**src/rtl/oldv_pkg.sv**
```systemverilog
// Command and status codes shared by the ordered list block and its checker.
// No dependencies.
package oldv_pkg;

  typedef enum logic [2:0] {
    CMD_PUSH_FRONT = 3'd0,
    CMD_PUSH_BACK  = 3'd1,
    CMD_POP_FRONT  = 3'd2,
    CMD_POP_BACK   = 3'd3,
    CMD_REMOVE_VAL = 3'd4
  } cmd_e;

  typedef enum logic [1:0] {
    ST_DONE      = 2'd0,
    ST_EMPTY     = 2'd1,
    ST_NOT_FOUND = 2'd2,
    ST_FULL      = 2'd3
  } status_e;

  typedef enum logic [4:0] {
    S_IDLE   = 5'b00001,
    S_SRCH_R = 5'b00010,
    S_SRCH_C = 5'b00100,
    S_COPY_R = 5'b01000,
    S_COPY_W = 5'b10000
  } state_e;

endpackage

```
**src/rtl/ordered_list_with_delete_by_value.sv**
```systemverilog
// Ordered list of signed 32-bit values with insert/remove at both ends and remove by value.
// Depends on oldv_pkg (codes and state type).
//
// Usage:
//   A command beat (cmd_i, value_i) is taken at a rising edge with start_i high and
//   busy_o low. Every command yields exactly one result beat: status_o and count_o
//   are valid for the single cycle in which done_o is high, and the receiver must
//   take it then; it cannot hold results off.
// Storage is a circular buffer in a one-port-write, registered-read memory, with a
// head pointer and a count, so insert/remove at either end is a pointer update.
// Latency and throughput:
//   Insert front/back, remove front/back and unknown codes finish in the accept
//   cycle; done_o rises the next cycle and busy_o stays low, so one command per
//   cycle is sustained.
//   Remove by value on a non-empty list walks it through the single registered read
//   port and a shared 32-bit compare: a read and a compare state per element
//   searched, then a read and a write state per element moved to close the gap,
//   with busy_o high meanwhile; done_o rises in the cycle in which busy_o falls.
// Reset: the count, head and sequencer clear at once; memory contents are left as
//   they are and are only used below the count.
module ordered_list_with_delete_by_value #(
  parameter int DEPTH = 16
) (
  input  logic               clk_i,
  input  logic               rst_ni,
  input  logic               start_i,
  output logic               busy_o,
  input  logic [2:0]         cmd_i,
  input  logic signed [31:0] value_i,
  output logic               done_o,
  output logic [1:0]         status_o,
  output logic [4:0]         count_o
);

  localparam int AW = $clog2(DEPTH);
  localparam int CW = $clog2(DEPTH + 1);
  localparam logic [AW-1:0] LAST_ADDR = AW'(DEPTH - 1);
  localparam logic [CW-1:0] FULL_CNT  = CW'(DEPTH);

  // Logical position -> physical address, relative to the head.
  function automatic logic [AW-1:0] phys(input logic [AW-1:0] head,
                                         input logic [AW-1:0] pos);
    logic [AW:0] s;
    s = {1'b0, head} + {1'b0, pos};
    if (s >= (AW + 1)'(DEPTH)) s = s - (AW + 1)'(DEPTH);
    return s[AW-1:0];
  endfunction

  oldv_pkg::state_e  state_q, state_d;
  logic [AW-1:0]     head_q, head_d;
  logic [CW-1:0]     cnt_q, cnt_d;
  logic [AW-1:0]     idx_q, idx_d;
  logic signed [31:0] val_q, val_d;
  logic              done_q, done_d;
  logic [1:0]        status_q, status_d;

  logic signed [31:0] mem [DEPTH];
  logic signed [31:0] rdata_q;
  logic [AW-1:0]     rd_addr;
  logic              mem_we;
  logic [AW-1:0]     mem_wa;
  logic signed [31:0] mem_wd;

  logic              accept;
  logic              full;
  logic              empty;
  logic [CW-1:0]     cnt_m1;
  logic              at_last;
  logic              next_last;
  logic [AW-1:0]     head_inc;
  logic [AW-1:0]     head_dec;
  logic [AW-1:0]     idx_inc;

  assign accept    = start_i && !busy_o;
  assign full      = (cnt_q == FULL_CNT);
  assign empty     = (cnt_q == '0);
  assign cnt_m1    = cnt_q - CW'(1);
  assign idx_inc   = idx_q + AW'(1);
  assign at_last   = (CW'(idx_q) == cnt_m1);
  assign next_last = (CW'(idx_q) + CW'(1) == cnt_m1);
  assign head_inc  = (head_q == LAST_ADDR) ? '0 : head_q + AW'(1);
  assign head_dec  = (head_q == '0) ? LAST_ADDR : head_q - AW'(1);

  // Read the searched element, or the one behind the gap while compacting.
  assign rd_addr = phys(head_q, (state_q == oldv_pkg::S_COPY_R) ? idx_inc : idx_q);

  always_ff @(posedge clk_i) begin
    rdata_q <= mem[rd_addr];
  end

  always_ff @(posedge clk_i) begin
    if (mem_we) mem[mem_wa] <= mem_wd;
  end

  // Sequencer: end operations and unknown codes finish at accept; remove by value iterates unless the list is empty.
  always_comb begin
    state_d  = state_q;
    head_d   = head_q;
    cnt_d    = cnt_q;
    idx_d    = idx_q;
    val_d    = val_q;
    done_d   = 1'b0;
    status_d = status_q;
    mem_we   = 1'b0;
    mem_wa   = phys(head_q, idx_q);
    mem_wd   = rdata_q;

    unique case (state_q)
      oldv_pkg::S_IDLE: begin
        if (accept) begin
          done_d   = 1'b1;
          status_d = oldv_pkg::ST_DONE;
          unique case (cmd_i)
            oldv_pkg::CMD_PUSH_FRONT: begin
              if (full) begin
                status_d = oldv_pkg::ST_FULL;
              end else begin
                mem_we = 1'b1;
                mem_wa = head_dec;
                mem_wd = value_i;
                head_d = head_dec;
                cnt_d  = cnt_q + CW'(1);
              end
            end
            oldv_pkg::CMD_PUSH_BACK: begin
              if (full) begin
                status_d = oldv_pkg::ST_FULL;
              end else begin
                mem_we = 1'b1;
                mem_wa = phys(head_q, cnt_q[AW-1:0]);
                mem_wd = value_i;
                cnt_d  = cnt_q + CW'(1);
              end
            end
            oldv_pkg::CMD_POP_FRONT: begin
              if (empty) begin
                status_d = oldv_pkg::ST_EMPTY;
              end else begin
                head_d = head_inc;
                cnt_d  = cnt_m1;
              end
            end
            oldv_pkg::CMD_POP_BACK: begin
              if (empty) status_d = oldv_pkg::ST_EMPTY;
              else       cnt_d    = cnt_m1;
            end
            oldv_pkg::CMD_REMOVE_VAL: begin
              if (empty) begin
                status_d = oldv_pkg::ST_EMPTY;
              end else begin
                done_d  = 1'b0;
                idx_d   = '0;
                val_d   = value_i;
                state_d = oldv_pkg::S_SRCH_R;
              end
            end
            default: begin
              // Unknown codes: leave the list alone, report done.
            end
          endcase
        end
      end
      oldv_pkg::S_SRCH_R: begin
        state_d = oldv_pkg::S_SRCH_C;
      end
      oldv_pkg::S_SRCH_C: begin
        if (rdata_q == val_q) begin
          if (at_last) begin
            done_d   = 1'b1;
            status_d = oldv_pkg::ST_DONE;
            cnt_d    = cnt_m1;
            state_d  = oldv_pkg::S_IDLE;
          end else begin
            state_d = oldv_pkg::S_COPY_R;
          end
        end else if (at_last) begin
          done_d   = 1'b1;
          status_d = oldv_pkg::ST_NOT_FOUND;
          state_d  = oldv_pkg::S_IDLE;
        end else begin
          idx_d   = idx_inc;
          state_d = oldv_pkg::S_SRCH_R;
        end
      end
      oldv_pkg::S_COPY_R: begin
        state_d = oldv_pkg::S_COPY_W;
      end
      oldv_pkg::S_COPY_W: begin
        // Move the element behind the gap one place toward the front.
        mem_we = 1'b1;
        mem_wa = phys(head_q, idx_q);
        mem_wd = rdata_q;
        if (next_last) begin
          done_d   = 1'b1;
          status_d = oldv_pkg::ST_DONE;
          cnt_d    = cnt_m1;
          state_d  = oldv_pkg::S_IDLE;
        end else begin
          idx_d   = idx_inc;
          state_d = oldv_pkg::S_COPY_R;
        end
      end
      default: begin
        state_d = oldv_pkg::S_IDLE;
      end
    endcase
  end

  always_ff @(posedge clk_i or negedge rst_ni) begin
    if (!rst_ni) begin
      state_q <= oldv_pkg::S_IDLE;
      head_q  <= '0;
      cnt_q   <= '0;
      idx_q   <= '0;
      done_q  <= 1'b0;
    end else begin
      state_q <= state_d;
      head_q  <= head_d;
      cnt_q   <= cnt_d;
      idx_q   <= idx_d;
      done_q  <= done_d;
    end
  end

  // Payload registers: no reset needed.
  always_ff @(posedge clk_i) begin
    val_q    <= val_d;
    status_q <= status_d;
  end

  assign busy_o   = (state_q != oldv_pkg::S_IDLE);
  assign done_o   = done_q;
  assign status_o = status_q;
  assign count_o  = 5'(cnt_q);

endmodule

```
**config.mk**
```make
export PLATFORM = sky130hd
export DESIGN_NAME = ordered_list_with_delete_by_value
export DESIGN_NICKNAME = d
export VERILOG_FILES = /design/src/rtl/oldv_pkg.sv /design/src/rtl/ordered_list_with_delete_by_value.sv
export SDC_FILE = /design/constraint.sdc
export NUM_CORES = 1
export LEC_CHECK = 0
export BUFFER_PORTS_ARGS = -buffer_cell sky130_fd_sc_hd__clkbuf_2
export CORE_AREA = 2 2 195 197
export CTS_CLUSTER_SIZE = 12
export DETAILED_ROUTE_END_ITERATION = 12
export DIE_AREA = 0 0 197 199
export GPL_ROUTABILITY_DRIVEN = 0
export PLACE_DENSITY = 0.82
export SLEW_MARGIN = 0
export SYNTH_ARGS = -nofsm -noshare
export SYNTH_HDL_FRONTEND = slang
export SYNTH_SLANG_ARGS = --single-unit
```
**constraint.sdc**
```tcl
create_clock -name clk_i -period 10.6 [get_ports clk_i]
set_clock_uncertainty 0.15 [all_clocks]
set_input_delay 0.53 -clock clk_i [delete_from_list [all_inputs] [get_ports clk_i]]
set_output_delay 0.53 -clock clk_i [all_outputs]
set_load 0.05 [all_outputs]
```
==> flow_summary.json, run 1 <==
{
  "outcome": "complete, no violations",
  "antenna_cells": 0,
  "power_switching_mw": 2.47,
  "swShare": 0.322,
  "max_freq_mhz": 204,
  "pre_cts_slack_ns": 5.77,
  "p_clk_frac": 0.241,
  "crit_family": "buffers and inverters",
  "ys.flop_type": "edfxtp_1",
  "grt_pass1_wl_um": 80100,
  "timing.final.crit_share": 0.462,
  "grt_start_max_net_pins": 129,
  "synth_edf_count": 546,
  "slowest_delay_ns": 1.12,
  "critPathSlowestCell": "fa_4",
  "nets": 1420,
  "ant_nets": 0,
  "pwr_density_cell_nw_per_um2": 287,
  "post_drt_wl_per_cell_um": 28.8,
  "relSlewSlack": 0.179,
  "p_leak_nw": 8.85,
  "total_power_mw": 7.68,
  "cts_inserted_buffers": 58,
  "drtIter0Drc": 1136,
  "fin_ws_ns": 5.70,
  "grt_overflow": 0,
  "critPathKind": "reg -> reg",
  "synth_mux_area_frac": 0.139,
  "synth-compound-area-share": 0.0300,
  "num_vias": 12500,
  "post-route-min-period_ns": 4.90,
  "hold_path.class": "in -> reg",
  "required_ns": 10.89,
  "place_inst": 1761,
  "synthAdderAreaFrac": 0.00983,
  "antenna_found_initial": 0,
  "p_comb_frac": 0.344,
  "path_cells": "nor2_1 -> and3_1 -> xnor2_1 -> ha_4 -> fa_4 -> buf_4 -> buf_4 -> mux4_2 -> nand2_1 -> and3_1 -> a31oi_1",
  "num_io_pins": 47,
  "synth_xor_xnor_area_share": 0.0243,
  "avgSynthCellArea_um2": 18.8,
  "finalNonFillerCells": 1881,
  "nFillCells": 2157,
  "endpoint_kind": "flip-flop",
  "startpoint_type": "flip-flop",
  "rsz0062_at_grt": "no",
  "yosysSeqAreaShare": 0.732,
  "die_x_um": 197,
  "cts_htree_levels": 2,
  "area_growth_pct": 11.8,
  "cts_root_buf": "clkbuf_16",
  "worstMarginPinSlew_ns": 1.22,
  "drive_above_1_share": 0.245,
  "synthDistinctLibCells": 66,
  "rows": 71,
  "setup-tns-final_ns": 0,
  "synth-seq-cells": 597,
  "cts_buffer_depth": 3,
  "cts_tree": "done",
  "cts_sinks": 597,
  "netlist_instances": 1275,
  "p_seq_frac": 0.415,
  "min_from": "value_i[6]",
  "clk_latency_ns": 0.59,
  "coreArea_um2": 37100,
  "finalWirelength_um": 54100,
  "synth_top_family_by_area": "multiplexers",
  "netlist_area_um2": 23900,
  "path_buf_inv": 2,
  "cp_max_fo": 59,
  "port_buffers": 46,
  "vdd_ir_drop_max_uv": 251,
  "grt.total_usage": 0.287,
  "vias_per_cell": 6.65,
  "yosys.area_share.simple": 0.0521,
  "timing.rr.start": "state_q[0]$_DFFE_PN1P_",
  "mappedNetlistNets": 1330,
  "route.detailed.drc": 0,
  "maxSlewViolCount": 0,
  "worstPathArrival_ns": 5.19,
  "drtPass1Iterations": 5,
  "dp_hpwl_um": 27500,
  "die_h_um": 199,
  "setup_viol": 0,
  "maxCapViolations": 0,
  "async_reset_ff_frac": 0.0318,
  "power.internal_mw": 5.21,
  "hold_viol": 0,
  "whs_ns": 0.0186,
  "path_clk_slew_ns": 0.06,
  "dieArea_um2": 39200,
  "grt_pass1_vias": 12700,
  "r2r_slack_ns": 5.70,
  "start_util": 0.644,
  "ys_warn_count": 0,
  "worstSetupStartpoint": "state_q[0]$_DFFE_PN1P_"
}
==> worst reg2reg max path, delay by kind of cell (launching register included) <==
family          cells  cell delay, ns
xor+xnor            1            0.19
buf+inv             2            1.49
flops               1            0.57
fa+ha+maj           2            1.31
mux                 1            0.47
simple gates        4            0.56
compound gates      1            0.05
==> final timing paths <==
kind,to,cells past startpoint
worst max-delay path,rdata_q[22]$_DFF_P_,11
worst min-delay path,val_q[6]$_DFFE_PP_,1
worst max register to register,rdata_q[22]$_DFF_P_,11
worst min register to register,state_q[1]$_DFFE_PN0P_,2
max in group asynchronous,state_q[0]$_DFFE_PN1P_,2
min in group asynchronous,done_o$_DFF_PN0_,2
==> power groups by stage <==
stage	Sequential [mW]	Clock [mW]	Combinational, mW
6_report	3.18	1.85	2.64
5_1_grt	3.20	1.96	2.85
4_1_cts	3.18	1.88	2.65
3_5_place_dp	3.23	0	2.60
3_3_place_gp	3.22	0	2.53
2_1_floorplan	3.20	0	1.93
==> layout make-up <==
type                            instances  area (um^2)  share of cell area
Sequential cell                       597        17500               0.655
Timing Repair Buffer                   91          626              0.0234
Clock buffer                           96         1640              0.0615
Clock inverter                          6         43.8             0.00164
Multi-Input combinational cell        603         6280               0.235
Inverter                               14         52.6             0.00196
Tap cell                              474          593              0.0222
==> logic make-up after synthesis <==
logic type / count (synthesis)
buffers and inverters: 75
adder cells (fa/ha/maj): 17
flip-flops: 597
AO/OA/AOI/OAI: 96
multiplexers: 167
XOR/XNOR: 63
AND/OR/NAND/NOR: 260
==> placed cells by master, fill, tap and decap left out, drive strengths merged, types with 6 or more instances in the layout <==
cell type	count
a21oi	12
a31oi	34
and3	37
buf	27
clkbuf	142
dfrtp	18
dfxtp	32
dlygate4sd3	18
edfxtp	546
ha	14
inv	14
mux2	34
mux4	128
nand2	143
nand2b	6
nand4	12
nor2	22
nor2b	9
nor3	8
o211ai	6
o21ai	18
xnor2	50
xor2	11
==> registers in the layout, summed over array words and instances (netlist names) <==
register,count
count_o,5
mem,512
idx_q,4
state_q,5
head_q,4
val_q,32
status_o,2
rdata_q,32
done_o,1
==> timing repair <==
| item | in CTS | in global routing |
|---|---|---|
| gates resized for setup | 0 | 0 |
| hold buffers | 18 | 0 |
| endpoints found under the hold margin | 35 | 0 |
| setup buffers | 0 | 0 |
==> metal layers <==
| layer | GRT usage | up-vias | part of all wire |
|---|---|---|---|
| met3 | 0.0387 | 126 | 0.085 |
| li1 | - | 5242 | - |
| met1 | 0.394 | 6482 | 0.38 |
| met5 | 0 | - | 0 |
| met2 | 0.484 | 664 | 0.50 |
| met4 | 0.0994 | 0 | 0.035 |
==> metrics by stage <==
step                      cell area (um^2)  utilization
after floorplan                      23900            -
after global placement               24900        0.670
after detailed placement             24900        0.670
after CTS                            26700        0.720
after global routing                 26700        0.720
final                                26700        0.720
==> cells in the mapped netlist, drive strengths merged, types with 4 or more instances <==
cell      n  share of area
buf      17         0.0040
ha       14         0.0073
clkbuf   44         0.0069
nor4      4         0.0010
a21o      5         0.0016
and3     37         0.0097
dfxtp    32          0.027
xnor2    50          0.018
a21oi    12         0.0025
dfrtp    18          0.019
o211ai    6         0.0027
nor2     22         0.0035
nand2   143          0.022
mux2i     5         0.0021
nor3      8         0.0023
nor2b     9         0.0024
a31oi    34         0.0089
o21ai    18         0.0038
edfxtp  546           0.69
inv      14         0.0022
mux4    128           0.12
nand4    12         0.0031
xor2     11         0.0040
mux2     34          0.016
nand2b    6         0.0016
and2      4         0.0010
(Power assumes the default switching activity.)
==> run 2, diff against run 1 <==
CORE_AREA = 2 2 200 202   (was 2 2 195 197)
DIE_AREA = 0 0 202 204   (was 0 0 197 199)
PLACE_DENSITY = 0.78   (was 0.82)
clock period = 5 ns   (was 10.6 ns; I/O delays follow)
==> run 2 against run 1 <==
Global-route usage shrank 1.9 points. Sequential share of layout area shrank 1.3 points. Combinational power grew 120%. Worst setup slack lost 4.6 ns. Critical endpoint is now mem[14][12]$_DFFE_PP_. Highest routed layer unchanged.
==> flow_summary.json, run 2 (synthesis results as in run 1) <==
{
  "outcome": "complete, no violations",
  "hold_path.class": "in -> reg",
  "maxSlewViolCount": 0,
  "num_io_pins": 47,
  "coreArea_um2": 39200,
  "die_x_um": 202,
  "nFillCells": 2371,
  "final_cell_mix": "edfxtp_1 (546), nand2_1 (143), mux4_2 (128)",
  "regMostFlops": "mem",
  "cts_setup_buffers": 0,
  "startpoint_type": "flip-flop",
  "vdd_ir_drop_max_uv": 422,
  "relSlewSlack": 0.328,
  "drtIter0Drc": 1364,
  "clk_latency_ns": 0.63,
  "grt_pass1_wl_um": 79900,
  "max_freq_mhz": 253,
  "finalWirelength_um": 53100,
  "setup_viol": 0,
  "cp_max_fo": 17,
  "path_clk_slew_ns": 0.06,
  "dieArea_um2": 41200,
  "finalNonFillerCells": 1970,
  "path_cells": "inv_1 -> ha_1 -> nor3b_4 -> nand2_1 -> nand3b_1 -> buf_4 -> mux2_2 -> nor3_1 -> and2_2 -> buf_4",
  "antenna_cells": 0,
  "required_ns": 5.14,
  "place_inst": 1824,
  "route.met3.wl_um": 4860,
  "worstMarginPinSlew_ns": 1.01,
  "ctsResizeCount": 0,
  "largestRegisters": "mem: 512 flops, rdata_q: 32 flops, val_q: 32 flops",
  "critical_path_cell_count": 10,
  "crit_family": "simple AND/OR/NAND/NOR gates",
  "vias_per_cell": 6.32,
  "setup-tns-final_ns": 0,
  "cts_root_buf": "clkbuf_16",
  "drive_above_1_share": 0.249,
  "grt_pass1_vias": 12600,
  "m1WireLength_um": 20700,
  "path_buf_inv": 3,
  "area_growth_pct": 14.1,
  "cts_htree_levels": 2,
  "crit_top_cell": "buf_4",
  "worstPathArrival_ns": 4.09,
  "num_vias": 12400,
  "grt_start_max_net_pins": 65,
  "post_drt_wl_per_cell_um": 26.9,
  "top_layer": "met4",
  "die_h_um": 204,
  "pwr_density_cell_nw_per_um2": 613,
  "cts_sinks": 597,
  "dr_wl_met2_um": 26200,
  "hold_depth": 4,
  "maxCapViolations": 0,
  "critPathSlowestCell": "and2_2",
  "rows": 73,
  "route.detailed.drc": 0,
  "cts_hold_buf": 35,
  "p_leak_nw": 9.06,
  "ant_nets": 0,
  "r2r_cells": 10,
  "antenna_found_initial": 0,
  "cts_buffer_depth": 3,
  "endpoint_kind": "flip-flop",
  "dp_hpwl_um": 28400,
  "timing.final.crit_share": 0.789,
  "grt.total_usage": 0.267,
  "nets": 1450,
  "multi_input_area_um2": 6280,
  "hold_viol": 0,
  "slowest_delay_ns": 0.57,
  "critPathKind": "reg -> reg",
  "regArea_um2": 17500,
  "grt_overflow": 0,
  "layout_commonest_cell": "edfxtp_1",
  "cts_inserted_buffers": 59,
  "cts_tree": "done",
  "largest_reg_flops": 512,
  "post-route-min-period_ns": 3.95,
  "start_util": 0.610,
  "rsz0062_at_grt": "no",
  "drtPass1Iterations": 5,
  "port_buffers": 46
}
run 2: changes by cell type in the layout (fill, tap and decap cells not counted), moves of 2 or more:
cell	delta
clkbuf_1	+5
buf_4	+6
clkinv_2	-3
clkbuf_16	+3
buf_12	+6
bufinv_16	+2
dlygate4sd3_1	+17
run 2: worst paths after layout:
| path | start | endpoint | slack [ns] |
|---|---|---|---|
| worst max-delay path | count_o[0]$_DFFE_PN0P_ | mem[14][12]$_DFFE_PP_ | 1.05 |
| worst min-delay path | cmd_i[0] | head_q[3]$_DFFE_PN0P_ | 0.09 |
| worst max register to register | count_o[0]$_DFFE_PN0P_ | mem[14][12]$_DFFE_PP_ | 1.05 |
| worst min register to register | state_q[0]$_DFFE_PN1P_ | state_q[1]$_DFFE_PN0P_ | 0.47 |
| max in group asynchronous | rst_ni | idx_q[3]$_DFFE_PN0P_ | 2.87 |
| min in group asynchronous | rst_ni | state_q[0]$_DFFE_PN1P_ | 0.53 |
run 2: through the flow:
stage	hold slack [ns]	total power [mW]	area, um^2	util	worst slack, ns
global placement	0.0878	12.4	25100	0.641	1.17
global route	0.100	17.5	27300	0.697	0.788
CTS	0.0562	16.8	27300	0.697	1.05
detailed placement	0.0926	12.5	25100	0.641	1.05
floorplan	-0.196	10.9	23900	-	0.562
finish	0.0871	16.7	27300	0.697	1.05
run 2: cell type report:
| type | count | share of cell area |
|---|---|---|
| Tap cell | 525 | 0.0241 |
| Clock buffer | 104 | 0.0637 |
| Timing Repair Buffer | 120 | 0.0352 |
| Multi-Input combinational cell | 603 | 0.230 |
| Clock inverter | 7 | 0.00380 |
| Inverter | 14 | 0.00192 |
| Sequential cell | 597 | 0.641 |
run 2: where the power goes:
group	switching, mW	internal [mW]	total, mW
clock	1.81	2.44	4.25
sequential	0.266	6.47	6.74
combinational	3.30	2.45	5.75
total	5.37	11.4	16.7
run 2: layer usage:
layer | up-vias | GRT usage
li1 | 5312 | -
met5 | - | 0
met4 | 0 | 0.0835
met3 | 84 | 0.0561
met2 | 603 | 0.430
met1 | 6449 | 0.375
run 2: worst reg2reg max path, delay by kind of cell, from the launching register on:
kind	cells	cell delay, ns
buffers and inverters	3	0.78
muxes	1	0.38
DFF	1	0.46
and+or+nand+nor	5	1.58
adders and majority gates	1	0.25
